### config.mk
export PLATFORM = sky130hd
export DESIGN_NAME = tlb_lru_cache
export DESIGN_NICKNAME = d
export VERILOG_FILES = /design/src/tlb_pkg.sv /design/src/tlb_mem.sv /design/src/tlb_scan.sv /design/src/tlb_lru_cache.sv
export SDC_FILE = /design/constraint.sdc
export NUM_CORES = 2
export LEC_CHECK = 0
export BUFFER_PORTS_ARGS = -buffer_cell sky130_fd_sc_hd__buf_2
export CELL_PAD_IN_SITES_DETAIL_PLACEMENT = 1
export CELL_PAD_IN_SITES_GLOBAL_PLACEMENT = 1
export CORE_ASPECT_RATIO = 0.75
export CORE_MARGIN = 1
export CORE_UTILIZATION = 50
export CTS_CLUSTER_SIZE = 16
export DETAILED_ROUTE_END_ITERATION = 10
export PLACE_DENSITY_LB_ADDON = 0.1
export SYNTH_ARGS = -nofsm -noshare
export SYNTH_HDL_FRONTEND = slang
export SYNTH_SLANG_ARGS = --single-unit
### constraint.sdc
create_clock -name clk -period 17.7 [get_ports clk]
set_clock_uncertainty 0.15 [all_clocks]
set_input_delay 3.54 -clock clk [delete_from_list [all_inputs] [get_ports clk]]
set_output_delay 3.54 -clock clk [all_outputs]
set_load 0.02 [all_outputs]
### src/tlb_pkg.sv
// ----------------------------------------------------------------------------
// tlb_pkg
// Shared types and constants for the LRU translation cache.
// ----------------------------------------------------------------------------
package tlb_pkg;

  localparam int ENTRIES_DEF = 16;
  localparam int DATA_W      = 32;
  localparam int CAP_W       = 5;
  localparam logic [CAP_W-1:0] CAP_RESET = 5'd16;

  typedef enum logic [1:0] {
    OP_LOOKUP = 2'd0,
    OP_TOUCH  = 2'd1,
    OP_INSERT = 2'd2,
    OP_RSVD   = 2'd3
  } op_t;

  typedef enum logic [1:0] {
    ST_IDLE,
    ST_SCAN,
    ST_DRAIN,
    ST_FIN
  } state_t;

  typedef struct packed {
    logic [DATA_W-1:0] page;
    logic [DATA_W-1:0] frame;
    logic [DATA_W-1:0] address;
    logic              walk_flag;
  } tlb_entry_t;

  typedef struct packed {
    logic clear;
    logic cmp_en;
  } scan_ctl_t;

  typedef struct packed {
    logic match;
    logic free_found;
    logic oldest_found;
  } scan_flags_t;

endpackage

### src/tlb_mem.sv
// ----------------------------------------------------------------------------
// tlb_mem
// Entry store: mapping fields and recency stamps, one read and one write
// port each, registered read data.
// ----------------------------------------------------------------------------
module tlb_mem
  import tlb_pkg::*;
#(
  parameter int ENTRIES = ENTRIES_DEF,
  parameter int IDX_W   = 4
) (
  input  logic              clk,
  input  logic [IDX_W-1:0]  rd_addr,
  input  logic [IDX_W-1:0]  wr_addr,
  input  logic              wr_entry_en,
  input  logic              wr_stamp_en,
  input  tlb_entry_t        wr_entry,
  input  logic [DATA_W-1:0] wr_stamp,
  output tlb_entry_t        rd_entry_r,
  output logic [DATA_W-1:0] rd_stamp_r
);

  tlb_entry_t        entry_mem_r [ENTRIES];
  logic [DATA_W-1:0] stamp_mem_r [ENTRIES];

  always_ff @(posedge clk) begin
    if (wr_entry_en) begin
      entry_mem_r[wr_addr] <= wr_entry;
    end
    rd_entry_r <= entry_mem_r[rd_addr];
  end

  always_ff @(posedge clk) begin
    if (wr_stamp_en) begin
      stamp_mem_r[wr_addr] <= wr_stamp;
    end
    rd_stamp_r <= stamp_mem_r[rd_addr];
  end

endmodule

### src/tlb_scan.sv
// ----------------------------------------------------------------------------
// tlb_scan
// Compare unit stepped over the entries one per cycle: page match, valid
// count, first free entry and oldest stamp.
// ----------------------------------------------------------------------------
module tlb_scan
  import tlb_pkg::*;
#(
  parameter int IDX_W   = 4,
  parameter int CNT_W   = 5
) (
  input  logic              clk,
  input  logic              rst_n,
  input  scan_ctl_t         ctl,
  input  logic [IDX_W-1:0]  cmp_idx,
  input  logic              cmp_valid,
  input  logic [DATA_W-1:0] key_page,
  input  tlb_entry_t        rd_entry,
  input  logic [DATA_W-1:0] rd_stamp,
  output scan_flags_t       flags_r,
  output logic [IDX_W-1:0]  match_idx_r,
  output tlb_entry_t        match_entry_r,
  output logic [CNT_W-1:0]  count_r,
  output logic [IDX_W-1:0]  free_idx_r,
  output logic [IDX_W-1:0]  victim_idx_r,
  output logic [DATA_W-1:0] victim_page_r
);

  scan_flags_t       flags_nxt;
  logic [IDX_W-1:0]  match_idx_nxt;
  tlb_entry_t        match_entry_nxt;
  logic [CNT_W-1:0]  count_nxt;
  logic [IDX_W-1:0]  free_idx_nxt;
  logic [IDX_W-1:0]  victim_idx_nxt;
  logic [DATA_W-1:0] victim_page_nxt;
  logic [DATA_W-1:0] victim_stamp_r;
  logic [DATA_W-1:0] victim_stamp_nxt;

  always_comb begin
    flags_nxt        = flags_r;
    match_idx_nxt    = match_idx_r;
    match_entry_nxt  = match_entry_r;
    count_nxt        = count_r;
    free_idx_nxt     = free_idx_r;
    victim_idx_nxt   = victim_idx_r;
    victim_page_nxt  = victim_page_r;
    victim_stamp_nxt = victim_stamp_r;
    if (ctl.clear) begin
      flags_nxt = '0;
      count_nxt = '0;
    end else if (ctl.cmp_en) begin
      if (cmp_valid) begin
        count_nxt = count_r + CNT_W'(1);
        if (!flags_r.match && rd_entry.page == key_page) begin
          flags_nxt.match = 1'b1;
          match_idx_nxt   = cmp_idx;
          match_entry_nxt = rd_entry;
        end
        if (!flags_r.oldest_found || rd_stamp < victim_stamp_r) begin
          flags_nxt.oldest_found = 1'b1;
          victim_idx_nxt   = cmp_idx;
          victim_page_nxt  = rd_entry.page;
          victim_stamp_nxt = rd_stamp;
        end
      end else if (!flags_r.free_found) begin
        flags_nxt.free_found = 1'b1;
        free_idx_nxt = cmp_idx;
      end
    end
  end

  always_ff @(posedge clk) begin
    if (!rst_n) begin
      flags_r <= '0;
      count_r <= '0;
    end else begin
      flags_r <= flags_nxt;
      count_r <= count_nxt;
    end
  end

  always_ff @(posedge clk) begin
    match_idx_r    <= match_idx_nxt;
    match_entry_r  <= match_entry_nxt;
    free_idx_r     <= free_idx_nxt;
    victim_idx_r   <= victim_idx_nxt;
    victim_page_r  <= victim_page_nxt;
    victim_stamp_r <= victim_stamp_nxt;
  end

endmodule

### src/tlb_lru_cache.sv
// ----------------------------------------------------------------------------
// tlb_lru_cache
// Fully associative translation cache with least-recently-used replacement.
//
// Input channel: an item (in_op, page number, time, address, frame, flag) is
// taken when start is high and busy is low. busy stays high until the item's
// result has been computed and any entry update done.
// Ops: lookup reports a stored mapping, touch restamps and reports a present
// entry, insert writes a mapping, in place, into a free entry, or over the
// entry with the oldest stamp once the valid count reaches the capacity.
// Result channel: one result per item, shown for one cycle with out_valid.
// The receiver cannot stall; each result must be taken when shown.
// Config: cfg_valid/cfg_ready writes the 5-bit capacity; cfg_ready is always
// high. Write it only while the block is idle.
// Timing: one entry is compared per cycle through a registered memory read;
// the scan, a drain state and a final update state keep busy high, and the
// result is shown in the first cycle in which busy is low again. A new item
// may be started in the cycle its predecessor's result is shown.
// Reset: rst_n (synchronous) clears all valid bits and sets capacity to 16.
// ----------------------------------------------------------------------------
module tlb_lru_cache
  import tlb_pkg::*;
#(
  parameter int ENTRIES = ENTRIES_DEF
) (
  input  logic              clk,
  input  logic              rst_n,
  input  logic              start,
  output logic              busy,
  input  logic [1:0]        in_op,
  input  logic [DATA_W-1:0] in_page_number,
  input  logic [DATA_W-1:0] in_access_time,
  input  logic [DATA_W-1:0] in_full_address,
  input  logic [DATA_W-1:0] in_frame_number,
  input  logic              in_walk_hit,
  output logic              out_valid,
  output logic              out_hit,
  output logic [DATA_W-1:0] out_frame,
  output logic [DATA_W-1:0] out_address,
  output logic              out_walk_hit,
  output logic              out_evicted,
  output logic [DATA_W-1:0] out_evicted_page,
  input  logic              cfg_valid,
  output logic              cfg_ready,
  input  logic [CAP_W-1:0]  cfg_data
);

  localparam int IDX_W = (ENTRIES > 1) ? $clog2(ENTRIES) : 1;
  localparam int CNT_W = $clog2(ENTRIES + 1);
  localparam int CW    = (CNT_W > CAP_W) ? CNT_W : CAP_W;
  localparam logic [IDX_W-1:0] LAST_IDX = IDX_W'(ENTRIES - 1);

  state_t            state_r, state_nxt;
  logic [IDX_W-1:0]  rd_idx_r, rd_idx_nxt;
  logic              cmp_vld_r;
  logic [IDX_W-1:0]  cmp_idx_r;
  logic [ENTRIES-1:0] valid_r;
  logic [CAP_W-1:0]  cap_r;

  op_t               op_r;
  logic [DATA_W-1:0] page_r, time_r, addr_r, frame_r;
  logic              flag_r;

  logic              accept;
  scan_ctl_t         scan_ctl;
  tlb_entry_t        rd_entry;
  logic [DATA_W-1:0] rd_stamp;
  scan_flags_t       flags;
  logic [IDX_W-1:0]  match_idx, free_idx, victim_idx;
  tlb_entry_t        match_entry;
  logic [CNT_W-1:0]  count;
  logic [DATA_W-1:0] victim_page;

  logic [CW-1:0]     cap_ext, eff_cap;
  logic              need_evict;
  logic [IDX_W-1:0]  target;
  logic              wr_entry_en, wr_stamp_en;
  tlb_entry_t        wr_entry;

  logic              out_valid_r;
  logic              out_hit_r, out_hit_nxt;
  logic [DATA_W-1:0] out_frame_r, out_frame_nxt;
  logic [DATA_W-1:0] out_address_r, out_address_nxt;
  logic              out_walk_hit_r, out_walk_hit_nxt;
  logic              out_evicted_r, out_evicted_nxt;
  logic [DATA_W-1:0] out_evicted_page_r, out_evicted_page_nxt;

  assign busy      = (state_r != ST_IDLE);
  assign accept    = start && !busy;
  assign cfg_ready = 1'b1;

  // sequencer
  always_comb begin
    state_nxt  = state_r;
    rd_idx_nxt = rd_idx_r;
    unique case (state_r)
      ST_IDLE: begin
        rd_idx_nxt = '0;
        if (accept) begin
          state_nxt = ST_SCAN;
        end
      end
      ST_SCAN: begin
        if (rd_idx_r == LAST_IDX) begin
          state_nxt = ST_DRAIN;
        end else begin
          rd_idx_nxt = rd_idx_r + IDX_W'(1);
        end
      end
      ST_DRAIN: state_nxt = ST_FIN;
      ST_FIN:   state_nxt = ST_IDLE;
      default:  state_nxt = ST_IDLE;
    endcase
  end

  always_comb begin
    scan_ctl.clear  = accept;
    scan_ctl.cmp_en = cmp_vld_r;
  end

  always_ff @(posedge clk) begin
    if (!rst_n) begin
      state_r   <= ST_IDLE;
      rd_idx_r  <= '0;
      cmp_vld_r <= 1'b0;
      cap_r     <= CAP_RESET;
      valid_r   <= '0;
      out_valid_r <= 1'b0;
    end else begin
      state_r   <= state_nxt;
      rd_idx_r  <= rd_idx_nxt;
      cmp_vld_r <= (state_r == ST_SCAN);
      out_valid_r <= (state_r == ST_FIN);
      if (cfg_valid && cfg_ready) begin
        cap_r <= cfg_data;
      end
      if (wr_entry_en) begin
        valid_r[target] <= 1'b1;
      end
    end
  end

  always_ff @(posedge clk) begin
    cmp_idx_r <= rd_idx_r;
    if (accept) begin
      op_r    <= op_t'(in_op);
      page_r  <= in_page_number;
      time_r  <= in_access_time;
      addr_r  <= in_full_address;
      frame_r <= in_frame_number;
      flag_r  <= in_walk_hit;
    end
  end

  tlb_mem #(
    .ENTRIES (ENTRIES),
    .IDX_W   (IDX_W)
  ) u_mem (
    .clk         (clk),
    .rd_addr     (rd_idx_r),
    .wr_addr     (target),
    .wr_entry_en (wr_entry_en),
    .wr_stamp_en (wr_stamp_en),
    .wr_entry    (wr_entry),
    .wr_stamp    (time_r),
    .rd_entry_r  (rd_entry),
    .rd_stamp_r  (rd_stamp)
  );

  tlb_scan #(
    .IDX_W   (IDX_W),
    .CNT_W   (CNT_W)
  ) u_scan (
    .clk           (clk),
    .rst_n         (rst_n),
    .ctl           (scan_ctl),
    .cmp_idx       (cmp_idx_r),
    .cmp_valid     (valid_r[cmp_idx_r]),
    .key_page      (page_r),
    .rd_entry      (rd_entry),
    .rd_stamp      (rd_stamp),
    .flags_r       (flags),
    .match_idx_r   (match_idx),
    .match_entry_r (match_entry),
    .count_r       (count),
    .free_idx_r    (free_idx),
    .victim_idx_r  (victim_idx),
    .victim_page_r (victim_page)
  );

  // replacement decision
  always_comb begin
    cap_ext = CW'(cap_r);
    if (cap_r == '0) begin
      eff_cap = CW'(1);
    end else if (cap_ext > CW'(ENTRIES)) begin
      eff_cap = CW'(ENTRIES);
    end else begin
      eff_cap = cap_ext;
    end
    need_evict = (CW'(count) >= eff_cap) || !flags.free_found;
    priority if (flags.match) begin
      target = match_idx;
    end else if (need_evict) begin
      target = flags.oldest_found ? victim_idx : '0;
    end else begin
      target = free_idx;
    end
    wr_entry.page      = page_r;
    wr_entry.frame     = frame_r;
    wr_entry.address   = addr_r;
    wr_entry.walk_flag = flag_r;
    wr_entry_en = (state_r == ST_FIN) && (op_r == OP_INSERT);
    wr_stamp_en = (state_r == ST_FIN) &&
                  ((op_r == OP_INSERT) || ((op_r == OP_TOUCH) && flags.match));
  end

  // result
  always_comb begin
    out_hit_nxt          = 1'b0;
    out_frame_nxt        = '0;
    out_address_nxt      = '0;
    out_walk_hit_nxt     = 1'b0;
    out_evicted_nxt      = 1'b0;
    out_evicted_page_nxt = '0;
    unique case (op_r)
      OP_LOOKUP, OP_TOUCH: begin
        if (flags.match) begin
          out_hit_nxt      = 1'b1;
          out_frame_nxt    = match_entry.frame;
          out_address_nxt  = match_entry.address;
          out_walk_hit_nxt = match_entry.walk_flag;
        end
      end
      OP_INSERT: begin
        out_hit_nxt      = flags.match;
        out_frame_nxt    = frame_r;
        out_address_nxt  = addr_r;
        out_walk_hit_nxt = flag_r;
        if (!flags.match && need_evict && flags.oldest_found) begin
          out_evicted_nxt      = 1'b1;
          out_evicted_page_nxt = victim_page;
        end
      end
      OP_RSVD: begin
      end
      default: begin
      end
    endcase
  end

  always_ff @(posedge clk) begin
    if (state_r == ST_FIN) begin
      out_hit_r          <= out_hit_nxt;
      out_frame_r        <= out_frame_nxt;
      out_address_r      <= out_address_nxt;
      out_walk_hit_r     <= out_walk_hit_nxt;
      out_evicted_r      <= out_evicted_nxt;
      out_evicted_page_r <= out_evicted_page_nxt;
    end
  end

  assign out_valid        = out_valid_r;
  assign out_hit          = out_hit_r;
  assign out_frame        = out_frame_r;
  assign out_address      = out_address_r;
  assign out_walk_hit     = out_walk_hit_r;
  assign out_evicted      = out_evicted_r;
  assign out_evicted_page = out_evicted_page_r;

  a_strobe_after_fin: assert property (@(posedge clk) disable iff (!rst_n)
    out_valid_r |-> $past(state_r == ST_FIN))
    else $error("result strobe without a finished item");

  a_start_scans: assert property (@(posedge clk) disable iff (!rst_n)
    accept |=> (state_r == ST_SCAN) && (rd_idx_r == '0))
    else $error("accepted item did not start a scan");

  a_evict_not_hit: assert property (@(posedge clk) disable iff (!rst_n)
    (out_valid_r && out_evicted_r) |-> !out_hit_r)
    else $error("eviction reported on a hit");

  a_valid_stable: assert property (@(posedge clk) disable iff (!rst_n)
    (state_r != ST_FIN) |=> (valid_r == $past(valid_r)))
    else $error("valid bits changed outside the update cycle");

endmodule
== Word-level counts from Yosys, hierarchy flattened ==
Memory sizes are Yosys's and may differ from the RTL's. A register that Yosys moved wholly into a read port is not among the register bits.
Index checks and enable logic that the tools add are counted.

* Logic and storage cells: 115
* Output and inout bits: 102
* Memories kept: 2
* Bits in writable memories: 2,064
* Input bits: 140
* Register bits after elaboration: 412

* Equal/unequal tests: 10
* Mux-type cells: 27
* Reductions and logical operators: 32
* Bitwise operators: 5
* Add/subtract/negate cells: 2
* Order comparisons: 6

{| class="wikitable"
|+ Memory list
! memory !! words !! bits a word !! rd ports !! clocked after memory_dff !! wr ports !! RTL line !! source
|-
| u_mem.entry_mem_r || 16 || 97 || 1 || 1 || 1 || tlb_mem.sv:23 || <nowiki>tlb_entry_t entry_mem_r [ENTRIES];</nowiki>
|-
| u_mem.stamp_mem_r || 16 || 32 || 1 || 1 || 1 || tlb_mem.sv:24 || <nowiki>logic [DATA_W-1:0] stamp_mem_r [ENTRIES];</nowiki>
|}

{| class="wikitable"
|+ Operators with widths
! operator !! number
|-
| $pmux W32 S2 || 2
|-
| $mux W32 || 2
|-
| $eq A32 B32 Y1 || 1
|-
| $lt A32 B32 Y1 || 1
|-
| $mux W4 || 4
|-
| $or A16 B16 Y16 || 1
|-
| $reduce_and A4 Y1 || 3
|-
| $lt A4 B5 Y1 const B || 2
|-
| $mux W5 || 2
|-
| $reduce_and A2 Y1 || 5
|-
| $mux W1 || 9
|-
| $logic_and A1 B1 Y1 || 8
|-
| $pmux W2 S4 || 1
|-
| $pmux W4 S2 || 1
|-
| $eq A2 B2 Y1 const B || 3
|-
| $ne A2 B2 Y1 const B || 3
|-
| $reduce_and A3 Y1 || 2
|-
| $add A5 B1 Y5 const B || 1
|-
| $ge A5 B5 Y1 || 1
|-
| $gt A5 B5 Y1 const B || 1
|-
| $logic_not A5 Y1 || 1
|-
| $add A4 B1 Y4 const B || 1
|-
| $bmux W1 S4 || 1
|-
| $demux W1 S4 || 1
|-
| 11 further kinds || 25
|}

== Depth between registers and ports, before layout ==
* Depth in word-level cells: 12
* Gate-level depth with buffers: 11

== By module ==
Synthesis repeated with hierarchy kept, for this count alone.

* Cells, all modules: 4,339
* Area total of the unflattened synthesis: 96,530.1 um^2

{| class="wikitable"
|+ By module, submodules not included
! module !! seq. area each (um^2) !! area each (um^2) !! cells an instance !! instances
|-
| tlb_mem || 64,561.9 || 80,193.2 || 3,434 || 1
|-
| tlb_lru_cache || 7,567.3 || 9,660.5 || 543 || 1
|-
| tlb_scan || 5,355.1 || 6,676.4 || 362 || 1
|}

== Least setup slack after synthesis ==
Ideal clock, no wire load.

* Path type: register -> register
* Start point: reg state_r[0]
* End point: mem u_mem.entry_mem_r[2][0] in the netlist's numbering (enable)
* Slack: 3.859 ns
* Data required time: 16.759 ns
* Setup time: 0.791 ns
* Stages on the path, launching flop included: 4
* Period minus slack after synthesis: 13.841 ns
* Data arrival time: 12.901 ns
* Cells stage by stage: dfxtp_1 ha_1 nand2_1 nor4_1

* Longest elaborated chain between the ends: 4

{| class="wikitable"
|+ Ends and longest elaborated chain
! element !! RTL line !! source
|-
| start, declared || tlb_lru_cache.sv:53 || <nowiki>state_t state_r, state_nxt;</nowiki>
|-
| start signal, assigned || tlb_lru_cache.sv:130 || <nowiki>state_r <= state_nxt;</nowiki>
|-
| $eq A2 B2 Y1 || tlb_lru_cache.sv:213 || <nowiki>wr_entry_en = (state_r == ST_FIN) && (op_r == OP_INSERT);</nowiki>
|-
| $logic_and A1 B1 Y1 || tlb_lru_cache.sv:213 ||
|-
| $mux W1 || tlb_mem.sv:27 || <nowiki>if (wr_entry_en) begin</nowiki>
|-
| $mux W1 (not written as such) || tlb_mem.sv:28 || <nowiki>entry_mem_r[wr_addr] <= wr_entry;</nowiki>
|-
| end, declared || tlb_mem.sv:23 ||
|}

No other way between the ends.

== Final worst setup path ==
* Start point: in start
* End point: reg frame_r[25] (enable)

* Longest elaborated chain between the ends: 1

{| class="wikitable"
|+ Ends and longest elaborated chain
! element !! RTL line !! source
|-
| start, declared || tlb_lru_cache.sv:28 || <nowiki>input logic start,</nowiki>
|-
| $logic_and A1 B1 Y1 || tlb_lru_cache.sv:89 || <nowiki>assign accept = start && !busy;</nowiki>
|-
| named net accept || tlb_lru_cache.sv:64 || <nowiki>logic accept;</nowiki>
|-
| end signal, assigned || tlb_lru_cache.sv:150 || <nowiki>frame_r <= in_frame_number;</nowiki>
|-
| end, declared || tlb_lru_cache.sv:61 || <nowiki>logic [DATA_W-1:0] page_r, time_r, addr_r, frame_r;</nowiki>
|}

The timed path passes the listed nets, and every way through them passes these cells.
A chain may end at the register's enable or synchronous reset.

==> run metrics <==
status completed; RSZ-0062 raised after global routing false; Routed WL 224000 µm; DR WL/cell 31.7 µm; Yosys cell types 61; Final Max Slew Viols 0; vias per inst 6.04; Clock Power Share 36.8%; fin nets 4518; CTS tree built; Synth Instances 3956; routability cong. 0.728; die height 380 µm; die area 193000 µm²; layout cells sized above 1 30.2%; GRT Residual Overflow 0; total negative slack 0 ps; fraction of synthesized area in multiplexers 15.1%; Die W 507 µm; Tcrit/Tclk final 31.6%; crit start category primary input; overall routing resource usage 23.6%; post-synthesis adder-cell area fraction 0.550%; Avg Inst Size Synth 24.1 µm²; post-CTS setup buffers 0; ys flop type edfxtp_1; clk_lat worst skew 860 ps; antenna violations before repair 6; Critical Path RT 18040 ps; clock sink count 2605; Leak Pwr 0.0337 µW; Vias 42718; Slew headroom 26.0%; worst min-delay path class reg -> reg; Final Setup Violations 0; mapped cell area 95500 µm²; Post-DRT Antenna Nets 0; Initial DRC Count 4271; core area 189000 µm²; vias in the first global route 44789; Layout fillers 15640; CP max FO 62; max-cap violations 0; post-synthesis simple-gate area fraction 1.21%; Net Sw Power 3360 µW; pwr dens 133 nW/µm²; Worst-Margin Slew 1110 ps; # hold bufs at CTS 0; Initial Util 50.5%; Post-synth EDFFs 2435; IO buf count 240; Top Ports 242; first-pass GRT wire length 323000 µm; critical path type in -> reg; largest family of logic cells by synthesized area multiplexers; row cnt 138; combinational share of power 10.0%; Placed Instances 6616; Layout Cells excl Fill 7072; Synth Register Bits 2605; Reg clk slew, reported paths 60 ps; ys async rst share 0%; CP Capture Type flop; Hold Vio Cnt, Final 0; worst vdd ir 0.100 mV; Clock Tree Root clkbuf_16; Initial DRT Pass Iterations 7; CTS Buf Count 238; FMAX 179 MHz; Compound-Gate Fraction of Synth Area 1.54%; number of synthesis warnings 0; Post-CTS Resized 0; DP HPWL 109000 µm; Area growth, synth to finish 13.2%; crit path time final 5600 ps; sequential share of the synthesized area 80.1%; H-tree depth 4; DRC Markers 0; Max clock buf depth 3; xor-xnor portion of the synthesized cell area 0.339%; largest net degree at the start of global routing 119; Pint 11000 µW; part of the power in registers 53.2%; Critical Path AT 5940 ps; Synthesized Nets 4138; Switching Fraction 23.3%
==> cell families (layout without fill, tap and decap cells) <==
| family | after synthesis | in the layout |
|---|---|---|
| simple gates | 207 | 207 |
| fa+ha+maj | 42 | 42 |
| xor+xnor | 37 | 37 |
| other cells | 1 | 3 |
| compound gates | 185 | 185 |
| mux | 658 | 658 |
| buf+inv | 221 | 815 |
| flops | 2605 | 2605 |
==> path summary, 6_finish.rpt <==
path | slack [ps] | from | endpoint | cells after the start
setup / recovery | 12100 | start | frame_r[25]$_DFFE_PP_ | 5
hold / removal | 250 | u_mem.rd_entry_r[20]$_DFF_P_ | u_scan.match_entry_r[20]$_DFFE_PP_ | 0
setup reg to reg | 12250 | rd_idx_r[0]$_SDFFE_PN0P_ | u_mem.rd_entry_r[53]$_DFF_P_ | 6
hold reg to reg | 250 | u_mem.rd_entry_r[20]$_DFF_P_ | u_scan.match_entry_r[20]$_DFFE_PP_ | 0
==> metal layers <==
layer	up-vias	global-route usage (%)	part of all wire, %
li1	17574	-	-
met1	23576	35.7	45
met2	1325	36.8	47
met3	243	3.54	5.7
met4	0	4.58	1.5
met5	-	0	0
==> cell usage after synthesis (2+ instances only) <==
master	n	share of area, %
edfxtp_1	2435	77
mux4_2	629	15
dfxtp_1	170	3.6
clkbuf_1	84	0.33
a22o_1	65	0.60
buf_2	52	0.27
ha_1	42	0.55
inv_1	42	0.17
and2_1	39	0.26
nand2_1	37	0.15
a21oi_1	35	0.18
xnor2_1	32	0.29
nor2_1	30	0.12
mux2i_1	28	0.29
nor2b_1	24	0.16
nor3_1	23	0.12
a211oi_1	21	0.17
buf_4	21	0.17
a21o_1	16	0.13
nand4_1	16	0.10
buf_1	15	0.059
o31ai_1	9	0.071
nand3_1	8	0.042
buf_6	7	0.083
o21ai_0	6	0.031
nand2b_1	5	0.033
o211ai_1	5	0.039
xor2_1	5	0.046
and3_1	4	0.026
nor4_1	4	0.026
o21a_1	4	0.031
a22oi_1	3	0.024
nor3_2	3	0.031
o211a_1	3	0.031
o31ai_2	3	0.039
a21oi_4	2	0.034
and4b_1	2	0.021
nand3_2	2	0.021
nor4_2	2	0.026
o2111ai_1	2	0.018
==> power groups by stage <==
stage / Combinational, µW / Sequential, µW / Clock, µW
2_1_floorplan: 1110 / 7620 / 0
3_3_place_gp: 1460 / 7760 / 0
3_5_place_dp: 1480 / 7790 / 0
4_1_cts: 1480 / 7660 / 5390
5_1_grt: 1560 / 7700 / 5580
6_report: 1440 / 7650 / 5290
==> layout by cell type (no fill, tap or decap), types with 32 or more instances in the layout <==
master        n
a21oi_1      35
a22o_1       65
and2_1       39
buf_2       240
buf_4        65
clkbuf_1     54
clkbuf_16   243
clkinv_1     35
clkinv_2     45
dfxtp_1     166
edfxtp_1   2435
ha_1         41
inv_1        41
mux4_2      629
nand2_1      37
xnor2_1      32
==> stage by stage <==
stage               utilization [%]  hold WS, ps  total power [µW]  setup slack, ps  instance area (µm²)
global route                   57.1          254             14800            11680               108000
CTS                            57.1          248             14500            11990               108000
global placement               52.8          236              9220            11170               100000
finish                         57.1          250             14400            12100               108000
floorplan                         -          176              8740             3860                95500
detailed placement             52.8          240              9260            11130               100000
==> worst max-delay path, stage by stage <==
cell and delay [ps]:
buf_2 100, nand2_1 200, inv_8 430, buf_4 730
buf_4 770
==> layout make-up <==
class	instances	area (µm²)	share of cell area, %
Timing Repair Buffer	319	1970	1.82
Inverter	42	165	0.153
Clock buffer	328	6710	6.21
Multi-Input combinational cell	1130	18200	16.8
Tap cell	2520	3150	2.92
Antenna cell	2	5.00	0.00463
Clock inverter	126	1400	1.30
Sequential cell	2605	76500	70.8
==> state kept, by name, summed over array words and instances (netlist names), 65 cells and up <==
signal	count
u_mem.entry_mem_r	1552
u_scan.match_entry_r	65
u_mem.rd_entry_r	97
u_mem.stamp_mem_r	512
No activity file was read; power rests on OpenSTA's default activity.
